### src/design/assert_macros.svh
// ============================================================================
// Assertion macros
// Shared concurrent assertion forms with a clock and a synchronous reset.
// ============================================================================
`ifndef ASSERT_MACROS_SVH
`define ASSERT_MACROS_SVH

// The consequent must hold in the same cycle as the antecedent.
`define ASSERT_IMPLY(label, clk, rst, ante, cons) \
   label: assert property (@(posedge clk) disable iff (rst) (ante) |-> (cons)) \
      else $error("same-cycle implication failed");

// The consequent must hold in the cycle after the antecedent.
`define ASSERT_NEXT(label, clk, rst, ante, cons) \
   label: assert property (@(posedge clk) disable iff (rst) (ante) |=> (cons)) \
      else $error("next-cycle implication failed");

`endif

### src/design/cwb_pkg.sv
// ============================================================================
// cwb_pkg
// Types and constants shared by the window bounds pipeline.
// ============================================================================
package cwb_pkg;

   localparam int STEP_W   = 5;   // stride, dilation, divisor and step fields
   localparam int POS_W    = 13;  // stored window positions
   localparam int EXT_W    = 13;  // extent register
   localparam int STEP_MAX = 16;  // largest stride or dilation after clamping

   // Control bits that travel with each word down the pipeline.
   typedef struct packed {
      logic valid;
      logic found;   // at least one tap hit so far
      logic tfound;  // tap and position steps already settled
   } cwb_ctl_type;

   typedef enum logic [2:0] {
      CSR_DIRECTION = 3'd0,
      CSR_TAPS      = 3'd1,
      CSR_EXTENT    = 3'd2,
      CSR_PAD       = 3'd3,
      CSR_STRIDE    = 3'd4,
      CSR_DILATION  = 3'd5
   } cwb_csr_type;

endpackage

### src/design/cwb_div_stage.sv
// ============================================================================
// cwb_div_stage
// One restoring division step for two lanes sharing a small divisor.
// ============================================================================
module cwb_div_stage #(
   parameter int DVW = 18
) (
   input  logic                        clock,
   input  logic                        reset,
   input  logic                        advance,
   input  logic [cwb_pkg::STEP_W-1:0]  divisor,
   input  cwb_pkg::cwb_ctl_type        up_ctl,
   input  logic [DVW-1:0]              up_numa,
   input  logic [cwb_pkg::STEP_W-1:0]  up_rema,
   input  logic [DVW-1:0]              up_numb,
   input  logic [cwb_pkg::STEP_W-1:0]  up_remb,
   output cwb_pkg::cwb_ctl_type        dn_ctl,
   output logic [DVW-1:0]              dn_numa,
   output logic [cwb_pkg::STEP_W-1:0]  dn_rema,
   output logic [DVW-1:0]              dn_numb,
   output logic [cwb_pkg::STEP_W-1:0]  dn_remb
);
   import cwb_pkg::*;

   cwb_ctl_type         ctl_ff;
   logic [DVW-1:0]      numa_ff, numa_in, numb_ff, numb_in;
   logic [STEP_W-1:0]   rema_ff, rema_in, remb_ff, remb_in;
   logic [STEP_W-1:0]   trial_a, trial_b;

   // The remainder stays below the divisor, so four bits of it plus the next
   // dividend bit always fit the step width.
   always_comb begin
      trial_a = {up_rema[STEP_W-2:0], up_numa[DVW-1]};
      trial_b = {up_remb[STEP_W-2:0], up_numb[DVW-1]};
      if (trial_a >= divisor) begin
         rema_in = trial_a - divisor;
         numa_in = {up_numa[DVW-2:0], 1'b1};
      end else begin
         rema_in = trial_a;
         numa_in = {up_numa[DVW-2:0], 1'b0};
      end
      if (trial_b >= divisor) begin
         remb_in = trial_b - divisor;
         numb_in = {up_numb[DVW-2:0], 1'b1};
      end else begin
         remb_in = trial_b;
         numb_in = {up_numb[DVW-2:0], 1'b0};
      end
   end

   always_ff @(posedge clock) begin
      if (reset) begin
         ctl_ff <= '0;
      end else if (advance) begin
         ctl_ff <= up_ctl;
      end
   end

   always_ff @(posedge clock) begin
      if (advance) begin
         numa_ff <= numa_in;
         rema_ff <= rema_in;
         numb_ff <= numb_in;
         remb_ff <= remb_in;
      end
   end

   assign dn_ctl  = ctl_ff;
   assign dn_numa = numa_ff;
   assign dn_rema = rema_ff;
   assign dn_numb = numb_ff;
   assign dn_remb = remb_ff;

endmodule

### src/design/cwb_cell.sv
// ============================================================================
// cwb_cell
// One kernel tap of the window chain: tests its tap and steps the position.
// ============================================================================
module cwb_cell #(
   parameter int IDX = 0,
   parameter int TW  = 5,
   parameter int QW  = 19
) (
   input  logic                        clock,
   input  logic                        reset,
   input  logic                        advance,
   input  logic [TW-1:0]               taps,
   input  logic [cwb_pkg::EXT_W-1:0]   ext,
   input  logic [cwb_pkg::STEP_W-1:0]  divisor,
   input  cwb_pkg::cwb_ctl_type        up_ctl,
   input  logic signed [QW-1:0]        up_q,
   input  logic [cwb_pkg::STEP_W-1:0]  up_r,
   input  logic [cwb_pkg::STEP_W-1:0]  up_rd,
   input  logic [cwb_pkg::STEP_W-1:0]  up_qd,
   input  logic [cwb_pkg::STEP_W-1:0]  up_dq,
   input  logic [cwb_pkg::STEP_W-1:0]  up_dr,
   input  logic [TW-1:0]               up_f1,
   input  logic [TW-1:0]               up_f2,
   input  logic [cwb_pkg::POS_W-1:0]   up_p1,
   input  logic [cwb_pkg::POS_W-1:0]   up_p2,
   input  logic [cwb_pkg::STEP_W-1:0]  up_ts,
   input  logic [cwb_pkg::STEP_W-1:0]  up_ps,
   output cwb_pkg::cwb_ctl_type        dn_ctl,
   output logic signed [QW-1:0]        dn_q,
   output logic [cwb_pkg::STEP_W-1:0]  dn_r,
   output logic [cwb_pkg::STEP_W-1:0]  dn_rd,
   output logic [cwb_pkg::STEP_W-1:0]  dn_qd,
   output logic [cwb_pkg::STEP_W-1:0]  dn_dq,
   output logic [cwb_pkg::STEP_W-1:0]  dn_dr,
   output logic [TW-1:0]               dn_f1,
   output logic [TW-1:0]               dn_f2,
   output logic [cwb_pkg::POS_W-1:0]   dn_p1,
   output logic [cwb_pkg::POS_W-1:0]   dn_p2,
   output logic [cwb_pkg::STEP_W-1:0]  dn_ts,
   output logic [cwb_pkg::STEP_W-1:0]  dn_ps
);
   import cwb_pkg::*;

   // Each cell tests the dilation multiple for the next tap, so the first
   // STEP_MAX cells cover every possible tap step.
   localparam bit STEP_CELL = (IDX + 1 <= STEP_MAX);

   cwb_ctl_type          ctl_ff, ctl_in;
   logic signed [QW-1:0] q_ff, q_in;
   logic [STEP_W-1:0]    r_ff, r_in, rd_ff, rd_in, qd_ff, qd_in;
   logic [STEP_W-1:0]    dq_ff, dr_ff, ts_ff, ts_in, ps_ff, ps_in;
   logic [STEP_W-1:0]    r_sum, rd_sum;
   logic [TW-1:0]        f1_ff, f1_in, f2_ff, f2_in;
   logic [POS_W-1:0]     p1_ff, p1_in, p2_ff, p2_in;
   logic                 hit, carry, carry_d;

   always_comb begin
      hit = (up_r == '0) && !up_q[QW-1] &&
            (up_q[QW-2:0] < (QW-1)'(ext)) && (TW'(IDX) < taps);

      ctl_in = up_ctl;
      f1_in  = up_f1;
      f2_in  = up_f2;
      p1_in  = up_p1;
      p2_in  = up_p2;
      if (up_ctl.valid && hit) begin
         if (!up_ctl.found) begin
            f1_in = TW'(IDX);
            p1_in = up_q[POS_W-1:0];
         end
         ctl_in.found = 1'b1;
         f2_in = TW'(IDX);
         p2_in = up_q[POS_W-1:0];
      end

      // Advance the quotient and remainder by one dilation for the next tap.
      r_sum = up_r + up_dr;
      carry = (r_sum >= divisor);
      r_in  = carry ? (r_sum - divisor) : r_sum;
      q_in  = up_q + QW'(up_dq) + QW'(carry);

      rd_sum  = up_rd + up_dr;
      carry_d = (rd_sum >= divisor);
      rd_in   = carry_d ? (rd_sum - divisor) : rd_sum;
      qd_in   = up_qd + up_dq + STEP_W'(carry_d);

      // The tap step is the first multiple of the dilation that the divisor
      // divides exactly; the position step is the quotient at that point.
      ts_in = up_ts;
      ps_in = up_ps;
      if (STEP_CELL && !up_ctl.tfound && (rd_in == '0)) begin
         ctl_in.tfound = 1'b1;
         ts_in = STEP_W'(IDX + 1);
         ps_in = qd_in;
      end
   end

   always_ff @(posedge clock) begin
      if (reset) begin
         ctl_ff <= '0;
      end else if (advance) begin
         ctl_ff <= ctl_in;
      end
   end

   always_ff @(posedge clock) begin
      if (advance) begin
         q_ff  <= q_in;
         r_ff  <= r_in;
         rd_ff <= rd_in;
         qd_ff <= qd_in;
         dq_ff <= up_dq;
         dr_ff <= up_dr;
         f1_ff <= f1_in;
         f2_ff <= f2_in;
         p1_ff <= p1_in;
         p2_ff <= p2_in;
         ts_ff <= ts_in;
         ps_ff <= ps_in;
      end
   end

   assign dn_ctl = ctl_ff;
   assign dn_q   = q_ff;
   assign dn_r   = r_ff;
   assign dn_rd  = rd_ff;
   assign dn_qd  = qd_ff;
   assign dn_dq  = dq_ff;
   assign dn_dr  = dr_ff;
   assign dn_f1  = f1_ff;
   assign dn_f2  = f2_ff;
   assign dn_p1  = p1_ff;
   assign dn_p2  = p2_ff;
   assign dn_ts  = ts_ff;
   assign dn_ps  = ps_ff;

endmodule

### src/design/conv_window_bounds_core.sv
// ============================================================================
// conv_window_bounds_core
// Window bounds generator for one dimension of a padded, strided, dilated
// convolution, forward and backward.
// ============================================================================
// Each request word carries one position and yields one response word with the
// tap range, tap step, position range and position step of its window. The
// block takes one word per clock while no response is stalled and is fully
// pipelined: a word passes an entry register, DVW restoring division steps
// (18 with the default parameters), max(MAX_TAPS, 16) tap cells and one output
// register. Forward mode runs the same chain with a divisor of one. When
// a response waits on rsp_tready the whole pipeline holds and req_tready is
// low; otherwise req_tready stays high. Registers are written through the csr
// channel, which is always ready; change them only while no word is in flight.
`include "assert_macros.svh"

module conv_window_bounds_core #(
   parameter int MAX_TAPS   = 16,
   parameter int MAX_EXTENT = 4096
) (
   input  logic        clock,
   input  logic        reset,
   // configuration write channel
   input  logic        csr_valid,
   output logic        csr_ready,
   input  logic [2:0]  csr_index,
   input  logic [12:0] csr_wdata,
   // request stream
   input  logic        req_tvalid,
   output logic        req_tready,
   input  logic [15:0] req_tdata,   // [11:0] position_index, [15:12] zero
   // response stream
   output logic        rsp_tvalid,
   input  logic        rsp_tready,
   output logic [47:0] rsp_tdata    // [3:0] tap_start, [8:4] tap_stop,
                                    // [13:9] tap_step, [25:14] pos_start,
                                    // [38:26] pos_stop, [43:39] pos_step,
                                    // [47:44] zero
);
   import cwb_pkg::*;

   localparam int NCELL  = (MAX_TAPS > STEP_MAX) ? MAX_TAPS : STEP_MAX;
   localparam int TW     = $clog2(NCELL + 1);
   // Bias that keeps every dividend non-negative.
   localparam int OFF_SH = $clog2(STEP_MAX * NCELL);
   localparam int DVW    = (((OFF_SH + STEP_W) > 17) ? (OFF_SH + STEP_W) : 17) + 1;
   localparam int QW     = DVW + 1;
   localparam int BIAS   = 1 << OFF_SH;

   function automatic logic [STEP_W-1:0] clamp_step(input logic [STEP_W-1:0] v);
      logic [STEP_W-1:0] res;
      if (v == '0) begin
         res = STEP_W'(1);
      end else if (v > STEP_W'(STEP_MAX)) begin
         res = STEP_W'(STEP_MAX);
      end else begin
         res = v;
      end
      return res;
   endfunction

   // ---------------------------------------------------------------- registers
   logic              mode_ff;
   logic [4:0]        taps_ff;
   logic [EXT_W-1:0]  extent_ff;
   logic [7:0]        pad_ff;
   logic [4:0]        stride_ff;
   logic [4:0]        dilation_ff;

   always_ff @(posedge clock) begin
      if (reset) begin
         mode_ff     <= 1'b0;
         taps_ff     <= 5'd1;
         extent_ff   <= 13'd1;
         pad_ff      <= 8'd0;
         stride_ff   <= 5'd1;
         dilation_ff <= 5'd1;
      end else if (csr_valid && csr_ready) begin
         case (cwb_csr_type'(csr_index))
            CSR_DIRECTION: mode_ff     <= csr_wdata[0];
            CSR_TAPS:      taps_ff     <= csr_wdata[4:0];
            CSR_EXTENT:    extent_ff   <= csr_wdata[12:0];
            CSR_PAD:       pad_ff      <= csr_wdata[7:0];
            CSR_STRIDE:    stride_ff   <= csr_wdata[4:0];
            CSR_DILATION:  dilation_ff <= csr_wdata[4:0];
            default: ;
         endcase
      end
   end

   assign csr_ready = 1'b1;

   logic [STEP_W-1:0] stride_eff, dil_eff, divisor;
   logic [TW-1:0]     taps_eff, taps_m1;
   logic [EXT_W-1:0]  ext_eff;

   assign stride_eff = clamp_step(stride_ff);
   assign dil_eff    = clamp_step(dilation_ff);
   assign divisor    = mode_ff ? stride_eff : STEP_W'(1);
   assign taps_eff   = (32'(taps_ff) > 32'(MAX_TAPS)) ? TW'(MAX_TAPS) : TW'(taps_ff);
   assign taps_m1    = (taps_eff == '0) ? '0 : (taps_eff - TW'(1));
   assign ext_eff    = (32'(extent_ff) > 32'(MAX_EXTENT)) ? EXT_W'(MAX_EXTENT) : extent_ff;

   // ---------------------------------------------------------------- entry
   logic                advance;
   logic                rsp_valid_ff;
   logic                rsp_found_ff;
   logic [47:0]         rsp_data_ff;
   cwb_ctl_type         entry_ctl_ff;
   logic [DVW-1:0]      entry_num_ff, entry_num_in;
   logic [DVW-1:0]      fwd_num, bwd_num;

   assign advance    = !rsp_valid_ff || rsp_tready;
   assign req_tready = advance;

   // Forward: pos*stride - pad. Backward: pos + pad - dilation*(taps-1).
   // Both carry a bias that is a multiple of the divisor.
   always_comb begin
      fwd_num = DVW'(req_tdata[11:0]) * DVW'(stride_eff) - DVW'(pad_ff) + DVW'(BIAS);
      bwd_num = DVW'(req_tdata[11:0]) + DVW'(pad_ff) + (DVW'(divisor) << OFF_SH)
                - DVW'(dil_eff) * DVW'(taps_m1);
      entry_num_in = mode_ff ? bwd_num : fwd_num;
   end

   always_ff @(posedge clock) begin
      if (reset) begin
         entry_ctl_ff <= '0;
      end else if (advance) begin
         entry_ctl_ff <= '{valid: req_tvalid, found: 1'b0, tfound: 1'b0};
      end
   end

   always_ff @(posedge clock) begin
      if (advance) begin
         entry_num_ff <= entry_num_in;
      end
   end

   // ---------------------------------------------------------------- divider
   cwb_ctl_type        div_ctl  [0:DVW];
   logic [DVW-1:0]     div_numa [0:DVW];
   logic [STEP_W-1:0]  div_rema [0:DVW];
   logic [DVW-1:0]     div_numb [0:DVW];
   logic [STEP_W-1:0]  div_remb [0:DVW];

   assign div_ctl[0]  = entry_ctl_ff;
   assign div_numa[0] = entry_num_ff;
   assign div_rema[0] = '0;
   assign div_numb[0] = DVW'(dil_eff);
   assign div_remb[0] = '0;

   for (genvar k = 0; k < DVW; k++) begin : g_div
      cwb_div_stage #(.DVW(DVW)) u_div (
         .clock   (clock),
         .reset   (reset),
         .advance (advance),
         .divisor (divisor),
         .up_ctl  (div_ctl[k]),
         .up_numa (div_numa[k]),
         .up_rema (div_rema[k]),
         .up_numb (div_numb[k]),
         .up_remb (div_remb[k]),
         .dn_ctl  (div_ctl[k+1]),
         .dn_numa (div_numa[k+1]),
         .dn_rema (div_rema[k+1]),
         .dn_numb (div_numb[k+1]),
         .dn_remb (div_remb[k+1])
      );
   end

   // ---------------------------------------------------------------- tap chain
   cwb_ctl_type          cell_ctl [0:NCELL];
   logic signed [QW-1:0] cell_q   [0:NCELL];
   logic [STEP_W-1:0]    cell_r   [0:NCELL];
   logic [STEP_W-1:0]    cell_rd  [0:NCELL];
   logic [STEP_W-1:0]    cell_qd  [0:NCELL];
   logic [STEP_W-1:0]    cell_dq  [0:NCELL];
   logic [STEP_W-1:0]    cell_dr  [0:NCELL];
   logic [TW-1:0]        cell_f1  [0:NCELL];
   logic [TW-1:0]        cell_f2  [0:NCELL];
   logic [POS_W-1:0]     cell_p1  [0:NCELL];
   logic [POS_W-1:0]     cell_p2  [0:NCELL];
   logic [STEP_W-1:0]    cell_ts  [0:NCELL];
   logic [STEP_W-1:0]    cell_ps  [0:NCELL];

   // Remove the bias from the quotient of the first tap.
   assign cell_ctl[0] = div_ctl[DVW];
   assign cell_q[0]   = $signed({1'b0, div_numa[DVW]}) - $signed(QW'(BIAS));
   assign cell_r[0]   = div_rema[DVW];
   assign cell_rd[0]  = '0;
   assign cell_qd[0]  = '0;
   assign cell_dq[0]  = div_numb[DVW][STEP_W-1:0];
   assign cell_dr[0]  = div_remb[DVW];
   assign cell_f1[0]  = '0;
   assign cell_f2[0]  = '0;
   assign cell_p1[0]  = '0;
   assign cell_p2[0]  = '0;
   assign cell_ts[0]  = STEP_W'(1);
   assign cell_ps[0]  = STEP_W'(1);

   for (genvar s = 0; s < NCELL; s++) begin : g_cell
      cwb_cell #(.IDX(s), .TW(TW), .QW(QW)) u_cell (
         .clock   (clock),
         .reset   (reset),
         .advance (advance),
         .taps    (taps_eff),
         .ext     (ext_eff),
         .divisor (divisor),
         .up_ctl  (cell_ctl[s]),
         .up_q    (cell_q[s]),
         .up_r    (cell_r[s]),
         .up_rd   (cell_rd[s]),
         .up_qd   (cell_qd[s]),
         .up_dq   (cell_dq[s]),
         .up_dr   (cell_dr[s]),
         .up_f1   (cell_f1[s]),
         .up_f2   (cell_f2[s]),
         .up_p1   (cell_p1[s]),
         .up_p2   (cell_p2[s]),
         .up_ts   (cell_ts[s]),
         .up_ps   (cell_ps[s]),
         .dn_ctl  (cell_ctl[s+1]),
         .dn_q    (cell_q[s+1]),
         .dn_r    (cell_r[s+1]),
         .dn_rd   (cell_rd[s+1]),
         .dn_qd   (cell_qd[s+1]),
         .dn_dq   (cell_dq[s+1]),
         .dn_dr   (cell_dr[s+1]),
         .dn_f1   (cell_f1[s+1]),
         .dn_f2   (cell_f2[s+1]),
         .dn_p1   (cell_p1[s+1]),
         .dn_p2   (cell_p2[s+1]),
         .dn_ts   (cell_ts[s+1]),
         .dn_ps   (cell_ps[s+1])
      );
   end

   // ---------------------------------------------------------------- output
   logic [47:0] rsp_data_in;
   logic [TW-1:0]    f2_next;
   logic [POS_W-1:0] p2_next;

   always_comb begin
      f2_next = cell_f2[NCELL] + TW'(1);
      p2_next = cell_p2[NCELL] + POS_W'(1);
      if (cell_ctl[NCELL].found) begin
         rsp_data_in = {4'd0, cell_ps[NCELL], p2_next, cell_p1[NCELL][11:0],
                        cell_ts[NCELL], f2_next[4:0], cell_f1[NCELL][3:0]};
      end else begin
         // No tap touches valid data: empty ranges with unit steps.
         rsp_data_in = {4'd0, 5'd1, 13'd0, 12'd0, 5'd1, 5'd0, 4'd0};
      end
   end

   always_ff @(posedge clock) begin
      if (reset) begin
         rsp_valid_ff <= 1'b0;
         rsp_found_ff <= 1'b0;
      end else if (advance) begin
         rsp_valid_ff <= cell_ctl[NCELL].valid;
         rsp_found_ff <= cell_ctl[NCELL].found;
      end
   end

   always_ff @(posedge clock) begin
      if (advance) begin
         rsp_data_ff <= rsp_data_in;
      end
   end

   assign rsp_tvalid = rsp_valid_ff;
   assign rsp_tdata  = rsp_data_ff;

   // ---------------------------------------------------------------- checks
   `ASSERT_IMPLY(a_stall_blocks_input, clock, reset, rsp_tvalid && !rsp_tready, !req_tready)
   `ASSERT_NEXT(a_accept_enters, clock, reset, req_tvalid && req_tready, entry_ctl_ff.valid)
   `ASSERT_IMPLY(a_step_settled, clock, reset, cell_ctl[NCELL].valid && cell_ctl[NCELL].found, cell_ctl[NCELL].tfound)
   `ASSERT_IMPLY(a_forward_unit_step, clock, reset, rsp_tvalid && rsp_found_ff && !mode_ff, rsp_tdata[13:9] == 5'd1)

endmodule

### config.mk
export PLATFORM = sky130hd
export DESIGN_NAME = conv_window_bounds_core
export DESIGN_NICKNAME = d
export VERILOG_FILES = /design/src/design/cwb_pkg.sv /design/src/design/cwb_div_stage.sv /design/src/design/cwb_cell.sv /design/src/design/conv_window_bounds_core.sv
export VERILOG_INCLUDE_DIRS = /design/src /design/src/design
export SDC_FILE = /design/constraint.sdc
export NUM_CORES = 2
export LEC_CHECK = 0
export ABC_AREA = 1
export BUFFER_PORTS_ARGS = -buffer_cell sky130_fd_sc_hd__buf_4
export CORE_ASPECT_RATIO = 0.9
export CORE_MARGIN = 3
export CORE_UTILIZATION = 35
export DETAILED_ROUTE_END_ITERATION = 10
export PLACE_DENSITY = 0.61
export SETUP_SLACK_MARGIN = 0.1
export SYNTH_ARGS = -nofsm -noshare
export SYNTH_HDL_FRONTEND = slang
export SYNTH_SLANG_ARGS = --single-unit
### constraint.sdc
create_clock -name clock -period 174.1 [get_ports clock]
set_clock_uncertainty 0.1 [all_clocks]
set_input_delay 0 -clock clock [delete_from_list [all_inputs] [get_ports clock]]
set_output_delay 0 -clock clock [all_outputs]
set_load 0.02 [all_outputs]
==> results_dict.tcl <==
set metrics [dict create \
    grt_pass1_vias 71590 \
    yosys_warnings 0 \
    routed-via-count 71140 \
    clk_transition_reported_paths_ps 60 \
    finalSetupTns_ps 0 \
    yosys.area_share.simple 0.1503 \
    cp-startpoint "stride_ff[4]" \
    hold_viol 0 \
    cts_setup_buffers 0 \
    dp_hpwl_mm 193.7 \
    fin_nets 11000 \
    worstHoldStart "reset" \
    yosys_most_used_dff "edfxtp_1" \
    numCtsBuffers 208 \
    slew_headroom 0.2298 \
    gr-total-overflow 0 \
    gp_congestion 0.9207 \
    post_drt_wl_per_cell_microns 18.88 \
    hold_class "in2reg" \
    routed_wl_mm 266.8 \
    fillers 28760 \
    pin_count 88 \
    critPathMaxFanout 48 \
    antenna_found_initial 12 \
    reg2reg_depth 23 \
    regToRegSetupSlack_ps 166920 \
    cts_tree "done" \
    num_rows 191 \
    via_per_inst 5.033 \
    h-tree-depth 4 \
    synthAdderAreaFrac 0.1381 \
    cp-end-kind "flip-flop" \
    final_max_slew_viol_count 0 \
    grt_max_degree 188 \
    max_freq_mhz 139.3 \
    synth_top_area_share 0.5367 \
    holdPathEnd "rsp_tvalid" \
    cts-root-buf "clkbuf_16" \
    finalCriticalPeriod_ps 7177 \
    fin_crit_sh 0.04122 \
    synth_area_leaders "edfxtp_1, ha_1, nand2_1" \
    cts_resized 0 \
    synthMuxAreaShare 0.0009528 \
    grtUsageTotal 0.1686 \
    start_kind "flip-flop" \
    drt_pass1_iterations 8 \
    r2r_start "stride_ff[4]" \
    drt-initial-drc-count 5803 \
    r2r-end "g_cell[11].u_cell.dn_q[14]" \
    finalSetupViolations 0 \
    insertion_delay_ps 860 \
    syn_area_sq_um 106400 \
    drc 0 \
    grt_pass1_wl_mm 411.7 \
    synth_top_family_by_area "simple AND/OR/NAND/NOR gates" \
    dieArea_sq_um 310600 \
    portBuffers 78 \
    yosysTopAreaCell "edfxtp_1" \
    avgSynthCellArea_sq_um 11.00 \
    synth_cell_types 60 \
    yosysSeqAreaShare 0.5563 \
    crit_arrival_ps 7670 \
    synth_cells 9666 \
    synth_enable_flop_cells 1901 \
    ys_ff_latch 2005 \
    rsz0062_at_grt "false" \
    required_ps 174590 \
    cap_violations 0 \
    hold_depth 3 \
    clock-sinks 2005 \
    initial_core_util 0.3527 \
    synth_xor_area_frac 0.04974 \
    synth-compound-area-share 0.05883 \
    die_w_microns 587.1 \
    clock_path_buffers 4 \
    synthArstFlopShare 0 \
    worst-setup-path-type "reg2reg" \
    die_h_microns 529.0 \
    core-area_sq_um 301600 \
    worstMarginPinSlew_ps 1143 \
    area_growth_pct 11.71 \
    final_layout_size_suffix_gt1_frac 0.06082 \
    final_antenna_net_count 0 \
    outcome "complete, no violations" \
]
[flip-flops by register name (all words and copies together), names as in the netlist, 8 cells and up]
register              cells
g_cell.u_cell.dn_qd      75
g_cell.u_cell.dn_f2      49
g_div.u_div.dn_ctl       18
g_cell.u_cell.dn_q      285
g_div.u_div.dn_numa     324
rsp_tdata                44
g_cell.u_cell.dn_r       75
g_cell.u_cell.dn_dq      75
extent_ff                13
pad_ff                    8
g_cell.u_cell.dn_ts      53
g_cell.u_cell.dn_dr      75
g_cell.u_cell.dn_p2     195
entry_num_ff             18
g_div.u_div.dn_numb      90
g_div.u_div.dn_remb      73
g_cell.u_cell.dn_ctl     47
g_cell.u_cell.dn_rd      75
g_cell.u_cell.dn_p1     193
g_div.u_div.dn_rema      73
g_cell.u_cell.dn_f1      49
g_cell.u_cell.dn_ps      80
[Yosys cell counts, types with 71 or more instances]
| master | count |
|---|---|
| o21ai_0 | 336 |
| ha_1 | 827 |
| edfxtp_1 | 1901 |
| nand4_1 | 353 |
| inv_1 | 1032 |
| nor2_1 | 576 |
| dfxtp_1 | 104 |
| xor2_1 | 446 |
| nand2_1 | 2095 |
| fa_1 | 217 |
| a21oi_1 | 518 |
| nand3_1 | 408 |
| clkbuf_1 | 71 |
| xnor2_1 | 158 |
| nor3_1 | 80 |
[layout by cell type (no fill, tap or decap), types with 67 or more instances in the layout]
master,netlist,final
o21ai_1,67,67
nor2_1,576,575
clkbuf_16,0,209
xor2_1,446,446
o21ai_0,336,336
fa_1,217,217
dfxtp_1,104,104
nand3_1,408,408
inv_1,1032,1027
edfxtp_1,1901,1901
buf_4,12,137
nand2_1,2095,2084
nand4_1,353,353
nor3_1,80,79
xnor2_1,158,158
a21oi_1,518,518
ha_1,827,827
[metal layers]
metal | vias to the layer above | GRT usage | part of all wire
met1 | 34320 | 0.2091 | 0.41
met3 | 627 | 0.02241 | 0.053
met5 | - | 0 | 0.000090
li1 | 34080 | - | -
met2 | 2112 | 0.2923 | 0.48
met4 | 4 | 0.07609 | 0.050
[through the flow]
| stage | worst slack (ps) | instances | cell area, sq um | hold slack [ps] | util |
|---|---|---|---|---|---|
| 2_1_floorplan | 118480 | 9670 | 106400 | -30.93 | - |
| 3_3_place_gp | 167000 | 13700 | 111700 | 127.4 | 0.3704 |
| 3_5_place_dp | 166890 | 13700 | 111700 | 141.4 | 0.3704 |
| 4_1_cts | 166880 | 14130 | 118800 | 45.71 | 0.3940 |
| 5_1_grt | 166610 | 14130 | 118800 | 54.56 | 0.3940 |
| 6_report | 166920 | 14130 | 118800 | 103.3 | 0.3940 |
[what timing repair did]
action / CTS / global route
hold endpoints to repair: 71 / 0
hold buffers: 59 / 0
endpoints found under the setup margin: 0 / 0
[worst max-delay path, stage by stage (launching register included)]
cell	delay (ps)
dfxtp_1	850
inv_2	150
nand4_1	130
nand2_1	370
nor2_4	190
buf_4	550
clkinv_2	520
buf_4	510
buf_4	400
ha_1	390
nand4_1	120
nand3_1	320
fa_1	290
fa_1	220
nand3_1	90
nand3_1	130
nand2_1	70
a21oi_1	320
nand3_1	220
nor2_1	370
nand2_1	90
nor2_1	170
nand2_1	80
xor2_1	140
[how the worst max path moves through the flow]
stage	to	depth (start not counted)	slack, ps
6_report	g_cell[11].u_cell.dn_q[14]	23	166920
2_1_floorplan	g_cell[0].u_cell.dn_ctl[0]	5	118480
4_1_cts	g_cell[11].u_cell.dn_q[14]	23	166880
3_3_place_gp	g_cell[11].u_cell.dn_q[14]	23	167000
5_1_grt	g_cell[11].u_cell.dn_q[14]	23	166610
3_5_place_dp	g_cell[11].u_cell.dn_q[14]	23	166890
[cell type report]
type	instances	area (sq um)	share of cell area
Timing Repair Buffer	200	1699	0.01430
Tap cell	4053	5071	0.04268
Clock inverter	110	1013	0.008529
Sequential cell	2005	59170	0.4979
Inverter	1045	3936	0.03313
Multi-Input combinational cell	6457	42410	0.3569
Antenna cell	2	5.005	0.00004212
Clock buffer	262	5519	0.04645
[kinds of logic (layout without fill, tap and decap cells)]
family / after synthesis / in the layout
and+or+nand+nor: 3669 / 3669
DFF: 2005 / 2005
buffers and inverters: 1208 / 1617
AOI/OAI and AO/OA: 1125 / 1125
adders and majority gates: 1044 / 1044
xor gates and xnor gates: 604 / 604
muxes: 9 / 9
other: 2 / 8
Power is left out: the tool's default activity adds up to more than one toggle a clock period on the data nets, which glitch-free logic cannot reach.
